File: config.mk
export PLATFORM = sky130hd
export DESIGN_NAME = icmp_echo_reply_rtt_stats_core
export DESIGN_NICKNAME = d
export VERILOG_FILES = /design/src/design/ierrs_pkg.sv /design/src/design/ierrs_front.sv /design/src/design/ierrs_queue.sv /design/src/design/ierrs_back.sv /design/src/design/icmp_echo_reply_rtt_stats_core.sv
export VERILOG_INCLUDE_DIRS = /design/src /design/src/design
export SDC_FILE = /design/constraint.sdc
export NUM_CORES = 2
export LEC_CHECK = 0
export CORE_MARGIN = 3
export CORE_UTILIZATION = 30
export CTS_CLUSTER_DIAMETER = 120
export DETAILED_ROUTE_END_ITERATION = 8
export DONT_BUFFER_PORTS = 1
export PLACE_DENSITY = 0.54
export SLEW_MARGIN = 10
export SYNTH_ARGS = -nofsm -noshare
export SYNTH_HDL_FRONTEND = slang
export SYNTH_SLANG_ARGS = --single-unit
File: constraint.sdc
create_clock -name clock -period 6.9 [get_ports clock]
set_input_delay 0.69 -clock clock [delete_from_list [all_inputs] [get_ports clock]]
set_output_delay 0.69 -clock clock [all_outputs]
set_load 0.005 [all_outputs]
File: src/design/icmp_echo_reply_rtt_stats_core_defines.svh
// Assertion macros shared by the ICMP echo reply RTT statistics block
`ifndef ICMP_ECHO_REPLY_RTT_STATS_CORE_DEFINES_SVH
`define ICMP_ECHO_REPLY_RTT_STATS_CORE_DEFINES_SVH
`ifndef SYNTHESIS
`define IERRS_ASSERT_IMP(label, clk, rst, ante, cons) \
   label: assert property (@(posedge clk) disable iff (rst) (ante) |-> (cons)) \
      else $error("ierrs assertion failed");
`define IERRS_ASSERT_NXT(label, clk, rst, ante, cons) \
   label: assert property (@(posedge clk) disable iff (rst) (ante) |=> (cons)) \
      else $error("ierrs assertion failed");
`else
`define IERRS_ASSERT_IMP(label, clk, rst, ante, cons)
`define IERRS_ASSERT_NXT(label, clk, rst, ante, cons)
`endif
`endif

File: src/design/ierrs_pkg.sv
// Types and constants of the ICMP echo reply RTT statistics block
package ierrs_pkg;

   localparam logic [1:0] STATUS_COUNTED    = 2'd0;
   localparam logic [1:0] STATUS_IGNORED    = 2'd1;
   localparam logic [1:0] STATUS_ICMP_SHORT = 2'd2;
   localparam logic [1:0] STATUS_ECHO_SHORT = 2'd3;

   localparam logic [7:0]  ICMP_ECHO_REPLY = 8'd0;
   localparam logic [15:0] ICMP_MIN_LEN    = 16'd8;
   localparam logic [15:0] ECHO_MIN_LEN    = 16'd16;
   localparam int          HDR_WORD_SHIFT  = 2;

   // second deltas above this always saturate, below minus one always clamp to zero
   localparam logic [31:0] DS_SAT_HI = 32'd4296;
   localparam int          DS_W      = 14;
   localparam int          DU_W      = 21;
   localparam int          PROD_W    = 35;
   localparam int          RTT_SUM_W = 36;
   localparam logic signed [PROD_W-1:0] USEC_PER_SEC = 35'sd1000000;

   // x / 1000 == (x * MS_RECIP) >> MS_SHIFT for every 32-bit x
   localparam logic [28:0] MS_RECIP   = 29'd274877907;
   localparam int          MS_SHIFT   = 38;
   localparam int          MS_PROD_W  = 61;

   localparam logic [31:0] MIN_RESET   = 32'd10000;
   localparam logic [31:0] ALL32       = 32'hFFFF_FFFF;
   localparam int          DIV_STEPS   = 32;

   localparam int QUEUE_DEPTH_DEFAULT = 2;

   typedef struct packed {
      logic [3:0]  ip_header_words;
      logic [15:0] packet_length;
      logic [7:0]  icmp_kind;
      logic [15:0] icmp_identifier;
      logic [15:0] icmp_sequence;
      logic [7:0]  ip_ttl;
      logic [31:0] send_seconds;
      logic [19:0] send_microseconds;
      logic [31:0] recv_seconds;
      logic [19:0] recv_microseconds;
   } req_type;

   typedef struct packed {
      logic [1:0]  status;
      logic [15:0] icmp_length;
      logic [15:0] sequence_out;
      logic [7:0]  ttl_out;
      logic [31:0] rtt_micro;
      logic [31:0] max_rtt_ms;
      logic [31:0] min_rtt_ms;
      logic [31:0] avg_rtt_ms;
      logic [31:0] reply_total;
      logic [31:0] received_total;
   } rsp_type;

   // classified item handed from front to back
   typedef struct packed {
      logic [1:0]            status;
      logic [15:0]           icmp_length;
      logic [15:0]           sequence_num;
      logic [7:0]            ttl;
      logic signed [DS_W-1:0] ds;
      logic                  sat_hi;
      logic                  sat_lo;
      logic signed [DU_W-1:0] du;
   } entry_type;

endpackage

File: src/design/ierrs_front.sv
// Front stage: identifier register, packet classification and time deltas
module ierrs_front (
   input  logic                clock,
   input  logic                reset,
   input  logic                csr_we,
   input  logic [15:0]         csr_wdata,
   input  logic                req_valid,
   output logic                req_ready,
   input  ierrs_pkg::req_type  req_data,
   output logic                push_valid,
   input  logic                push_ready,
   output ierrs_pkg::entry_type push_entry
);

   logic [15:0]          own_id_ff;
   logic                 ent_valid_ff;
   ierrs_pkg::entry_type ent_ff;
   ierrs_pkg::entry_type ent_in;

   logic [5:0]  hdr_bytes;
   logic [16:0] ilen;
   logic        short_icmp;
   logic        short_echo;
   logic        foreign;
   logic [32:0] ds_full;

   always_comb begin
      hdr_bytes  = {req_data.ip_header_words, 2'b00};
      ilen       = {1'b0, req_data.packet_length} - {11'b0, hdr_bytes};
      short_icmp = ilen[16] || (ilen[15:0] < ierrs_pkg::ICMP_MIN_LEN);
      short_echo = ilen[15:0] < ierrs_pkg::ECHO_MIN_LEN;
      foreign    = (req_data.icmp_kind != ierrs_pkg::ICMP_ECHO_REPLY) ||
                   (req_data.icmp_identifier != own_id_ff);
      ds_full    = {1'b0, req_data.recv_seconds} - {1'b0, req_data.send_seconds};

      ent_in.icmp_length  = ilen[15:0];
      ent_in.sequence_num = req_data.icmp_sequence;
      ent_in.ttl          = req_data.ip_ttl;
      ent_in.ds           = ds_full[ierrs_pkg::DS_W-1:0];
      ent_in.sat_hi       = !ds_full[32] && (ds_full[31:0] > ierrs_pkg::DS_SAT_HI);
      ent_in.sat_lo       = ds_full[32] && (ds_full != {33{1'b1}});
      ent_in.du           = {1'b0, req_data.recv_microseconds} -
                            {1'b0, req_data.send_microseconds};
      if (short_icmp) begin
         ent_in.status = ierrs_pkg::STATUS_ICMP_SHORT;
      end else if (foreign) begin
         ent_in.status = ierrs_pkg::STATUS_IGNORED;
      end else if (short_echo) begin
         ent_in.status = ierrs_pkg::STATUS_ECHO_SHORT;
      end else begin
         ent_in.status = ierrs_pkg::STATUS_COUNTED;
      end
   end

   assign req_ready  = !ent_valid_ff || push_ready;
   assign push_valid = ent_valid_ff;
   assign push_entry = ent_ff;

   always_ff @(posedge clock) begin
      if (reset) begin
         own_id_ff    <= '0;
         ent_valid_ff <= 1'b0;
      end else begin
         if (csr_we) begin
            own_id_ff <= csr_wdata;
         end
         if (req_ready) begin
            ent_valid_ff <= req_valid;
         end
      end
   end

   always_ff @(posedge clock) begin
      if (req_valid && req_ready) begin
         ent_ff <= ent_in;
      end
   end

endmodule

File: src/design/ierrs_queue.sv
// Small FIFO of classified items between front and back
module ierrs_queue #(
   parameter int DEPTH = ierrs_pkg::QUEUE_DEPTH_DEFAULT
) (
   input  logic                 clock,
   input  logic                 reset,
   input  logic                 push_valid,
   output logic                 push_ready,
   input  ierrs_pkg::entry_type push_entry,
   output logic                 pop_valid,
   input  logic                 pop_ready,
   output ierrs_pkg::entry_type pop_entry
);

   localparam int PTR_W = (DEPTH > 1) ? $clog2(DEPTH) : 1;
   localparam int CNT_W = $clog2(DEPTH + 1);

   ierrs_pkg::entry_type mem_ff [DEPTH];
   logic [PTR_W-1:0]     wr_ptr_ff;
   logic [PTR_W-1:0]     rd_ptr_ff;
   logic [CNT_W-1:0]     count_ff;
   logic                 do_push;
   logic                 do_pop;

   assign push_ready = count_ff != CNT_W'(DEPTH);
   assign pop_valid  = count_ff != '0;
   assign pop_entry  = mem_ff[rd_ptr_ff];
   assign do_push    = push_valid && push_ready;
   assign do_pop     = pop_valid && pop_ready;

   always_ff @(posedge clock) begin
      if (reset) begin
         wr_ptr_ff <= '0;
         rd_ptr_ff <= '0;
         count_ff  <= '0;
      end else begin
         if (do_push) begin
            wr_ptr_ff <= (wr_ptr_ff == PTR_W'(DEPTH - 1)) ? '0 : wr_ptr_ff + 1'b1;
         end
         if (do_pop) begin
            rd_ptr_ff <= (rd_ptr_ff == PTR_W'(DEPTH - 1)) ? '0 : rd_ptr_ff + 1'b1;
         end
         if (do_push && !do_pop) begin
            count_ff <= count_ff + 1'b1;
         end else if (do_pop && !do_push) begin
            count_ff <= count_ff - 1'b1;
         end
      end
   end

   always_ff @(posedge clock) begin
      if (do_push) begin
         mem_ff[wr_ptr_ff] <= push_entry;
      end
   end

endmodule

File: src/design/ierrs_back.sv
// Back sequencer: RTT, millisecond conversion, statistics and average divider
module ierrs_back (
   input  logic                 clock,
   input  logic                 reset,
   input  logic                 pop_valid,
   output logic                 pop_ready,
   input  ierrs_pkg::entry_type pop_entry,
   output logic                 rsp_valid,
   input  logic                 rsp_ready,
   output ierrs_pkg::rsp_type   rsp_data
);

   localparam int DIV_CNT_W = $clog2(ierrs_pkg::DIV_STEPS);

   typedef enum logic [6:0] {
      ST_IDLE = 7'b0000001,
      ST_MUL  = 7'b0000010,
      ST_RTT  = 7'b0000100,
      ST_MS   = 7'b0001000,
      ST_UPD  = 7'b0010000,
      ST_DIV  = 7'b0100000,
      ST_OUT  = 7'b1000000
   } back_state_type;

   back_state_type state_ff;
   back_state_type state_in;

   ierrs_pkg::entry_type                       item_ff;
   logic signed [ierrs_pkg::PROD_W-1:0]        prod_ff;
   logic [31:0]                                rtt_ff;
   logic [31:0]                                ms_ff;
   logic [31:0]                                max_ff;
   logic [31:0]                                min_ff;
   logic [31:0]                                total_ff;
   logic [31:0]                                replies_ff;
   logic [31:0]                                avg_ff;
   logic [31:0]                                packets_ff;
   logic [31:0]                                quot_ff;
   logic [31:0]                                rem_ff;
   logic [DIV_CNT_W-1:0]                       div_cnt_ff;

   logic signed [ierrs_pkg::PROD_W-1:0]        prod_in;
   logic signed [ierrs_pkg::RTT_SUM_W-1:0]     rtt_sum;
   logic [31:0]                                rtt_in;
   logic [ierrs_pkg::MS_PROD_W-1:0]            ms_prod;
   logic [31:0]                                ms_in;
   logic [32:0]                                total_sum;
   logic [31:0]                                total_in;
   logic [31:0]                                replies_in;
   logic [32:0]                                div_shift;
   logic [32:0]                                div_diff;
   logic                                       div_ge;
   logic [31:0]                                quot_in;
   logic                                       div_last;
   logic                                       counted;

   always_comb begin
      prod_in = $signed({{(ierrs_pkg::PROD_W - ierrs_pkg::DS_W){item_ff.ds[ierrs_pkg::DS_W-1]}},
                         item_ff.ds}) * ierrs_pkg::USEC_PER_SEC;
      rtt_sum = $signed({prod_ff[ierrs_pkg::PROD_W-1], prod_ff}) +
                $signed({{(ierrs_pkg::RTT_SUM_W - ierrs_pkg::DU_W){item_ff.du[ierrs_pkg::DU_W-1]}},
                         item_ff.du});
      if (item_ff.sat_hi) begin
         rtt_in = ierrs_pkg::ALL32;
      end else if (item_ff.sat_lo || rtt_sum[ierrs_pkg::RTT_SUM_W-1]) begin
         rtt_in = '0;
      end else if (rtt_sum[ierrs_pkg::RTT_SUM_W-2:32] != '0) begin
         rtt_in = ierrs_pkg::ALL32;
      end else begin
         rtt_in = rtt_sum[31:0];
      end

      ms_prod = {29'b0, rtt_ff} * {32'b0, ierrs_pkg::MS_RECIP};
      ms_in   = 32'(ms_prod[ierrs_pkg::MS_PROD_W-1:ierrs_pkg::MS_SHIFT]);

      total_sum  = {1'b0, total_ff} + {1'b0, ms_ff};
      total_in   = total_sum[32] ? ierrs_pkg::ALL32 : total_sum[31:0];
      replies_in = (replies_ff == ierrs_pkg::ALL32) ? replies_ff : replies_ff + 32'd1;

      div_shift = {rem_ff, quot_ff[31]};
      div_diff  = div_shift - {1'b0, replies_ff};
      div_ge    = div_shift >= {1'b0, replies_ff};
      quot_in   = {quot_ff[30:0], div_ge};
      div_last  = div_cnt_ff == DIV_CNT_W'(ierrs_pkg::DIV_STEPS - 1);
   end

   always_comb begin
      state_in = state_ff;
      unique case (state_ff)
         ST_IDLE: begin
            if (pop_valid) begin
               state_in = (pop_entry.status == ierrs_pkg::STATUS_COUNTED) ? ST_MUL : ST_OUT;
            end
         end
         ST_MUL: state_in = ST_RTT;
         ST_RTT: state_in = ST_MS;
         ST_MS:  state_in = ST_UPD;
         ST_UPD: state_in = ST_DIV;
         ST_DIV: begin
            if (div_last) begin
               state_in = ST_OUT;
            end
         end
         ST_OUT: begin
            if (rsp_ready) begin
               state_in = ST_IDLE;
            end
         end
         default: state_in = ST_IDLE;
      endcase
   end

   always_ff @(posedge clock) begin
      if (reset) begin
         state_ff   <= ST_IDLE;
         max_ff     <= '0;
         min_ff     <= ierrs_pkg::MIN_RESET;
         total_ff   <= '0;
         replies_ff <= '0;
         avg_ff     <= '0;
         packets_ff <= '0;
      end else begin
         state_ff <= state_in;
         if (state_ff == ST_IDLE && pop_valid) begin
            packets_ff <= packets_ff + 32'd1;
         end
         if (state_ff == ST_UPD) begin
            if (ms_ff > max_ff) begin
               max_ff <= ms_ff;
            end
            if (ms_ff < min_ff) begin
               min_ff <= ms_ff;
            end
            total_ff   <= total_in;
            replies_ff <= replies_in;
         end
         if (state_ff == ST_DIV && div_last) begin
            avg_ff <= quot_in;
         end
      end
   end

   always_ff @(posedge clock) begin
      if (state_ff == ST_IDLE && pop_valid) begin
         item_ff <= pop_entry;
      end
      if (state_ff == ST_MUL) begin
         prod_ff <= prod_in;
      end
      if (state_ff == ST_RTT) begin
         rtt_ff <= rtt_in;
      end
      if (state_ff == ST_MS) begin
         ms_ff <= ms_in;
      end
      if (state_ff == ST_UPD) begin
         quot_ff    <= total_in;
         rem_ff     <= '0;
         div_cnt_ff <= '0;
      end else if (state_ff == ST_DIV) begin
         quot_ff    <= quot_in;
         rem_ff     <= div_ge ? div_diff[31:0] : div_shift[31:0];
         div_cnt_ff <= div_cnt_ff + 1'b1;
      end
   end

   assign pop_ready = state_ff == ST_IDLE;
   assign rsp_valid = state_ff == ST_OUT;
   assign counted   = item_ff.status == ierrs_pkg::STATUS_COUNTED;

   always_comb begin
      rsp_data.status         = item_ff.status;
      rsp_data.icmp_length    = item_ff.icmp_length;
      rsp_data.sequence_out   = counted ? item_ff.sequence_num : '0;
      rsp_data.ttl_out        = counted ? item_ff.ttl : '0;
      rsp_data.rtt_micro      = counted ? rtt_ff : '0;
      rsp_data.max_rtt_ms     = max_ff;
      rsp_data.min_rtt_ms     = min_ff;
      rsp_data.avg_rtt_ms     = avg_ff;
      rsp_data.reply_total    = replies_ff;
      rsp_data.received_total = packets_ff;
   end

endmodule

File: src/design/icmp_echo_reply_rtt_stats_core.sv
// Top level of the ICMP echo reply RTT statistics block
// Takes the header fields and timestamps of one received ICMP packet per item and returns one
// result item with its status, ICMP length, RTT in microseconds and the running maximum,
// minimum, average, reply count and packet count. A front stage classifies each packet and
// forms the timestamp deltas, a small queue decouples it from the back sequencer, and the
// back does the arithmetic. A counted echo reply is picked up, its seconds delta multiplied,
// its RTT clamped and divided by 1000, the statistics updated, the bit-serial average divider
// run and the result delivered; other packets go from pick-up straight to delivery. The
// average divider sets the throughput for counted replies. The user must write the identifier
// register through csr_we and csr_wdata only while no item is in flight; nothing enforces it.
`include "icmp_echo_reply_rtt_stats_core_defines.svh"

module icmp_echo_reply_rtt_stats_core #(
   parameter int QUEUE_DEPTH = ierrs_pkg::QUEUE_DEPTH_DEFAULT
) (
   input  logic               clock,
   input  logic               reset,
   input  logic               csr_we,
   input  logic [15:0]        csr_wdata,
   input  logic               req_valid,
   output logic               req_ready,
   input  ierrs_pkg::req_type req_data,
   output logic               rsp_valid,
   input  logic               rsp_ready,
   output ierrs_pkg::rsp_type rsp_data
);

   logic                 push_valid;
   logic                 push_ready;
   ierrs_pkg::entry_type push_entry;
   logic                 pop_valid;
   logic                 pop_ready;
   ierrs_pkg::entry_type pop_entry;
   logic                 rsp_counted;

   ierrs_front u_front (
      .clock      (clock),
      .reset      (reset),
      .csr_we     (csr_we),
      .csr_wdata  (csr_wdata),
      .req_valid  (req_valid),
      .req_ready  (req_ready),
      .req_data   (req_data),
      .push_valid (push_valid),
      .push_ready (push_ready),
      .push_entry (push_entry)
   );

   ierrs_queue #(
      .DEPTH (QUEUE_DEPTH)
   ) u_queue (
      .clock      (clock),
      .reset      (reset),
      .push_valid (push_valid),
      .push_ready (push_ready),
      .push_entry (push_entry),
      .pop_valid  (pop_valid),
      .pop_ready  (pop_ready),
      .pop_entry  (pop_entry)
   );

   ierrs_back u_back (
      .clock     (clock),
      .reset     (reset),
      .pop_valid (pop_valid),
      .pop_ready (pop_ready),
      .pop_entry (pop_entry),
      .rsp_valid (rsp_valid),
      .rsp_ready (rsp_ready),
      .rsp_data  (rsp_data)
   );

   assign rsp_counted = rsp_valid && (rsp_data.status == ierrs_pkg::STATUS_COUNTED);

   `IERRS_ASSERT_IMP(a_counted_has_reply, clock, reset, rsp_counted, rsp_data.reply_total != '0)
   `IERRS_ASSERT_IMP(a_counted_min_le_max, clock, reset, rsp_counted, rsp_data.min_rtt_ms <= rsp_data.max_rtt_ms)
   `IERRS_ASSERT_IMP(a_counted_avg_le_max, clock, reset, rsp_counted, rsp_data.avg_rtt_ms <= rsp_data.max_rtt_ms)
   `IERRS_ASSERT_NXT(a_pop_holds_back, clock, reset, pop_valid && pop_ready, !pop_ready)

endmodule
* After elaboration in Yosys (flattened, before gate mapping)
Memory sizes are Yosys's and may differ from the RTL's. A register that Yosys moved wholly into a read port is not among the register bits.
Index checks and enable logic that the tools add are counted.
** Cells by class
- Add/sub/neg operators :: 13
- Multiply operators :: 2
- Divide/modulo/power cells :: 0
- Order comparisons :: 6
- Equality and inequality tests :: 15
- Shifts and indexed selects :: 0
- Multiplexer cells :: 24
- Bitwise operators :: 1
- Reductions and logical operators :: 27
** Operators by type and width (number)
- 32-bit 2-to-1 mux :: 7
- 32-bit by 1-bit adder with 32-bit output (second input constant) :: 2
- 32-bit by 29-bit multiplier with 61-bit output (second input constant) :: 1
- 7-bit one-hot mux with 7 select lines :: 1
- 35-bit by 21-bit adder with 36-bit output :: 1
- 32-bit by 23-bit adder with 33-bit output :: 1
- 33-bit by 32-bit greater-or-equal comparator with 1-bit output :: 1
- 33-bit inequality test (second input constant) :: 1
- 32-bit by 32-bit subtractor with 33-bit output :: 1
- 32-bit == test (second input constant) :: 1
- 32-bit by 13-bit greater-than comparator with 1-bit output (second input constant) :: 1
- 32-bit subtractor :: 1
- 14-bit by 15-bit multiplier with 29-bit output (second input constant) :: 1
- 7-bit 2-to-1 mux :: 4
- 23-bit greater-than comparator :: 1
- 23-bit < comparator :: 1
- 20-bit by 20-bit subtractor with 21-bit output :: 1
- 16-bit by 6-bit subtractor with 17-bit output :: 1
- 16-bit by 4-bit < comparator with 1-bit output (second input constant) :: 1
- 16-bit by 5-bit < comparator with 1-bit output (second input constant) :: 1
- 16-bit 2-to-1 mux :: 1
- 16-bit inequality test :: 1
- 1-bit logical AND :: 8
- 2-bit 2-to-1 mux :: 4
- other kinds (25) :: 44
** Storage, ports and cells
- Register bits :: 513
- Bits in latches :: 0
- Memory bits (writable) :: 158
- ROM bits :: 0
- Bits of input ports :: 193
- Output and inout bits :: 236
- Memories :: 1
** Memories
- u_queue.mem_ff :: depth 2, bits a word 79, read ports 1, clocked after memory_dff 1, write ports 1, RTL line ierrs_queue.sv:18 : ierrs_pkg::entry_type mem_ff [DEPTH];

* Logic depth before layout (Yosys ltp)
- Word-level depth :: 6
- Gate-level depth with buffers :: 26
- Gate-level depth less buffers :: 26

* Cells and area by module
Synthesis repeated with hierarchy kept, for this count alone.
** Second synthesis, totals
- Cell total of the unflattened synthesis :: 4924
- Area total of the unflattened synthesis :: 51252.9 sq um
** Modules (own cells, without submodules)
- ierrs_back :: instances 1, cells each 3956, area each 38563.2 sq um
- ierrs_front :: instances 1, cells each 698, area each 6731.5 sq um
- ierrs_queue :: instances 1, cells each 270, area each 5958.2 sq um

* Worst setup path before layout
OpenSTA, ideal clock, no wires.
- Path kind :: reg2reg
- Start point :: reg u_back.rtt_ff[9]
- End point :: reg u_back.ms_ff[21] (data pin)
- Arrival time :: 6973 ps
- Path slack :: -332 ps
- Stages on the path, launching flop included :: 24
- Buffers on the path :: 0
- Cells stage by stage :: edfxtp_1 -> ha_1 -> fa_1 -> fa_1 -> inv_1 -> fa_1 -> inv_1 -> fa_1 -> fa_1 -> fa_1 -> inv_1 -> fa_1 -> inv_1 -> ha_1 -> a222oi_1 -> nand2_1 -> o32a_1 -> a2111oi_2 -> nor3b_2 -> a21oi_1 -> o2111ai_1 -> a21o_1 -> a21oi_1 -> xnor2_1
** On the way
- Longest elaborated chain between the ends :: 1
** Ends and longest elaborated chain
- from (decl) :: RTL line ierrs_back.sv:30 : logic [31:0] rtt_ff;
- from (signal assigned) :: RTL line ierrs_back.sv:151 : rtt_ff <= rtt_in;
- 32-bit by 29-bit multiplier with 61-bit output :: RTL line ierrs_back.sv:73 : ms_prod = {29'b0, rtt_ff} * {32'b0, ierrs_pkg::MS_RECIP};
- named net u_back.ms_prod (one bit) :: RTL line ierrs_back.sv:45 : logic [ierrs_pkg::MS_PROD_W-1:0] ms_prod;
- to (signal assigned) :: RTL line ierrs_back.sv:154 : ms_ff <= ms_in;
- to (decl) :: RTL line ierrs_back.sv:31 : logic [31:0] ms_ff;
The timed path passes the listed nets, and every way through them passes these cells.
A chain may end at the register's enable or synchronous reset.

* Final worst setup path
- Start point :: reg u_back.rtt_ff[22]
- End point :: reg u_back.ms_ff[15] (data pin)
The elaborated chain is that of the path after synthesis.

==> metrics.cfg <==
[outcome]
status = finished with violations
violations_in_the_final_reports = setup timing

[clocking]
htree_levels = 3
cts_inserted_buffers = 79
worst_skew_pair_later_pin_latency_ps = 680
clock_tree.root_cell = sky130_fd_sc_hd__clkbuf_16
clock_tree.buffer_depth = 3
clock-sinks = 672
clk_pin_slew_worst_paths_ps = 60
cts_tree = yes
cts_hold_buffers = 0

[timing]
hold_violations = 0
timing_max_transition_violations_final = 0
rsz0062_at_grt = true
final.setup_skew_ps = 29.3
worst-slew-pin-transition_ps = 1110
report.final.setup_viol = 14
post-route-worst-setup-slack_ps = -289
timing.final.crit_period_ps = 7190
layout_worst_path_cycle_share = 1.04
slew_headroom = 0.260
max_freq_mhz = 139
final.setup.tns_ps = -1940

[grt]
global_route.usage.met3 = 0.0241
grt.met2_usage = 0.267
grt-ovfl-total = 0
grt_first_pass_wirelength_um = 205000
grt_start_max_net_pins = 194
gr-usage-all-layers = 0.152
groute.layer.met1.usage = 0.186
grt-busiest-layer = met2
grt_pass1_vias = 35400
antenna_violations_before_repair = 8

[drt]
routed-via-count = 34100
drt-total-wl_um = 134000
post_drt_via_cell_ratio = 4.66
ant_nets = 0
initialDrtViolationCount = 1592
drt_drc_violations_left = 0
routedWlPerCell_um = 18.2
first_pass_iters = 6

[layout]
area_growth_syn_to_layout_pct = 15.9
fillerInstances = 16800
final_area_mm2 = 0.0586
finish.net_count = 6280
share_of_final_layout_standard_cells_stronger_than_drive_strength_1 = 0.139

[setup_path]
critical_path.startpoint_type = register
cp-end-kind = register
max_stage_delay_ps = 550
worst_ep_required_time_ps = 7300
worst-setup-path-type = register to register
cell_count_of_the_worst_reg_to_reg_path = 27
path_max_fanout = 5
worst_ep_arrival_time_ps = 7590
crit_path_top_delay_cell = sky130_fd_sc_hd__edfxtp_1

[placed_design]
io_buffers = 0
finalWeightedCongestion = 0.865
placement.cell_area_mm2 = 0.0546
hpwl_um = 106000
preCtsSetupSlack_ps = -523

[synth]
syn_avg_cell_area_um2 = 10.5
syn_inst = 4798
ys.flop_type = sky130_fd_sc_hd__edfxtp_1
synth_edf_count = 432
ys_seq_area_frac = 0.351
syn_area_mm2 = 0.0506
ys_async_sr_fraction = 0
synth.distinct_cells = 103
synthesis.yosys.warnings = 0
synth_seq_cells = 672

[floorplanning]
start_util = 0.302
placement_rows = 150
placeableCoreArea_mm2 = 0.167
die_width_um = 417
design.die.area_mm2 = 0.174
die_h_um = 417
top_level_ports = 429

[power_and_ir_drop]
powerDensity_mw_per_mm2 = 326
worst_case_vdd_ir_drop_uv = 676
cellLeakagePower_nw = 25.7
p_total_mw = 19.1

[worst_hold_path]
hold_path_class = input port to register
depth_of_the_worst_hold_timing_path = 1

[flow_run]
drv_cap = 0

[state kept, by name (all words and copies together) (netlist names), 2 cells and up, named ones only]
register	cells
u_back.rsp_data	18
u_back.prod_ff	29
u_back.rem_ff	32
u_back.div_cnt_ff	5
u_back.quot_ff	32
u_back.avg_ff	32
u_back.packets_ff	32
u_queue.mem_ff	158
u_back.replies_ff	32
u_back.ms_ff	23
u_front.own_id_ff	16
u_queue.count_ff	2
u_front.push_entry	79
u_back.item_ff	61
u_back.min_ff	23
u_back.total_ff	32
u_back.state_ff	7
u_back.max_ff	23
u_back.rtt_ff	32
[worst max-delay path, delay by kind of cell, from the launching register on]
kind | cells | cell delay (ps)
adder cells (fa/ha/maj) | 9 | 3990
XOR/XNOR | 1 | 110
AO/OA/AOI/OAI | 5 | 850
buffers and inverters | 7 | 430
flip-flops | 1 | 550
AND/OR/NAND/NOR | 5 | 1010
[layer usage]
metal	vias to the layer above	share of wire	routed length [um]
li1	16800	-	-
met4	2	0.036	4840
met5	-	0.000052	7
met3	194	0.035	4610
met2	582	0.50	66400
met1	16500	0.43	57700
[timing repair]
| item | in CTS | in global routing |
|---|---|---|
| gates resized for setup | 66 | 93 |
| pin swaps | 45 | 99 |
| setup buffers | 44 | 27 |
| setup endpoints to repair | 21 | 22 |
[final timing paths]
path,start,endpoint,slack (ps)
hold reg to reg,u_front.push_entry[39],u_queue.mem_ff[1][39],440
setup reg to reg,u_back.rtt_ff[22],u_back.ms_ff[15],-290
hold / removal,reset,u_back.avg_ff[25],100
setup / recovery,u_back.rtt_ff[22],u_back.ms_ff[15],-290
[through the flow]
stage | utilization | hold slack [ps] | std cells
2_1_floorplan | - | 421 | 4815
3_3_place_gp | 0.326 | 422 | 7105
3_5_place_dp | 0.326 | 430 | 7105
4_1_cts | 0.346 | 12.0 | 7294
5_1_grt | 0.350 | 30.4 | 7317
6_report | 0.350 | 104 | 7317
[final cells by class]
type	instances	area (um^2)	area share
multi-input cells	3215	30300	0.517
well taps	2204	2760	0.0470
flip-flops and latches	672	17800	0.303
clock buffers	93	2100	0.0359
inverters	795	2980	0.0509
clock inverters	54	489	0.00834
diodes	3	7.51	0.000128
repair buffers	281	2220	0.0378
[where the power goes]
part / switching, mW / internal (mW)
Combinational: 5.29 / 4.17
Sequential: 0.254 / 5.25
Clock: 1.77 / 2.40
[layout by cell type (no fill, tap or decap), types with 19 or more instances in the layout]
cell                        netlist  layout
sky130_fd_sc_hd__mux2i_1         76      76
sky130_fd_sc_hd__xor2_1         101     100
sky130_fd_sc_hd__inv_2            0      19
sky130_fd_sc_hd__fa_2             0      23
sky130_fd_sc_hd__a21oi_2         31      41
sky130_fd_sc_hd__and3_1          30      29
sky130_fd_sc_hd__o21ai_1         19      22
sky130_fd_sc_hd__nand3_1         67      65
sky130_fd_sc_hd__nor3_1          93      91
sky130_fd_sc_hd__ha_1           691     629
sky130_fd_sc_hd__nor2b_1         30      28
sky130_fd_sc_hd__or3_1           21      21
sky130_fd_sc_hd__o21a_1          34      34
sky130_fd_sc_hd__nor4_1          21      20
sky130_fd_sc_hd__clkbuf_16        0      82
sky130_fd_sc_hd__mux2_2          80      80
sky130_fd_sc_hd__and2_1          49      48
sky130_fd_sc_hd__nand2_1        251     247
sky130_fd_sc_hd__buf_4           37     255
sky130_fd_sc_hd__fa_1           352     329
sky130_fd_sc_hd__a21oi_1        206     195
sky130_fd_sc_hd__xnor2_1        132     131
sky130_fd_sc_hd__o21ai_0        124     119
sky130_fd_sc_hd__inv_1          795     776
sky130_fd_sc_hd__a21o_1         110     110
sky130_fd_sc_hd__nor2_1         349     346
sky130_fd_sc_hd__clkinv_2         0      19
sky130_fd_sc_hd__nand4_1         48      48
sky130_fd_sc_hd__ha_4             0      60
sky130_fd_sc_hd__buf_6            3      25
sky130_fd_sc_hd__dfxtp_1        240     239
sky130_fd_sc_hd__nand2b_1        24      24
sky130_fd_sc_hd__edfxtp_1       432     432
[kinds of logic (layout without fill, tap and decap cells)]
group / after synthesis / in the layout / synth area share
compound gates: 716 / 716 / 0.0942
xor+xnor: 233 / 233 / 0.0403
fa+ha+maj: 1043 / 1043 / 0.310
buf+inv: 928 / 1223 / 0.0724
flops: 672 / 672 / 0.351
mux: 156 / 156 / 0.0328
other cells: 1 / 21 / 0.0000741
simple gates: 1049 / 1049 / 0.0988
[synthesized netlist by cell type (14+ instances only)]
master / count / area share
sky130_fd_sc_hd__buf_4: 37 / 0.0055
sky130_fd_sc_hd__dfxtp_1: 240 / 0.095
sky130_fd_sc_hd__o211ai_1: 17 / 0.0025
sky130_fd_sc_hd__ha_1: 691 / 0.17
sky130_fd_sc_hd__nor2_1: 349 / 0.026
sky130_fd_sc_hd__mux2i_1: 76 / 0.015
sky130_fd_sc_hd__xnor2_1: 132 / 0.023
sky130_fd_sc_hd__a21oi_2: 31 / 0.0054
sky130_fd_sc_hd__nand2b_1: 24 / 0.0030
sky130_fd_sc_hd__o21a_1: 34 / 0.0050
sky130_fd_sc_hd__clkbuf_1: 79 / 0.0059
sky130_fd_sc_hd__a21oi_1: 206 / 0.020
sky130_fd_sc_hd__a31oi_1: 19 / 0.0023
sky130_fd_sc_hd__and2_1: 49 / 0.0061
sky130_fd_sc_hd__nand4_1: 48 / 0.0059
sky130_fd_sc_hd__o21bai_1: 17 / 0.0025
sky130_fd_sc_hd__inv_1: 795 / 0.059
sky130_fd_sc_hd__nor3_1: 93 / 0.0092
sky130_fd_sc_hd__edfxtp_1: 432 / 0.26
sky130_fd_sc_hd__o21ai_1: 19 / 0.0019
sky130_fd_sc_hd__mux2_2: 80 / 0.018
sky130_fd_sc_hd__or3_1: 21 / 0.0026
sky130_fd_sc_hd__a211oi_1: 14 / 0.0021
sky130_fd_sc_hd__nor4_1: 21 / 0.0026
sky130_fd_sc_hd__nand3_1: 67 / 0.0066
sky130_fd_sc_hd__o21ai_0: 124 / 0.012
sky130_fd_sc_hd__and3_1: 30 / 0.0037
sky130_fd_sc_hd__xor2_1: 101 / 0.017
sky130_fd_sc_hd__nor2b_1: 30 / 0.0037
sky130_fd_sc_hd__nand2_1: 251 / 0.019
sky130_fd_sc_hd__a21o_1: 110 / 0.016
sky130_fd_sc_hd__fa_1: 352 / 0.14
(Power assumes the default switching activity.)
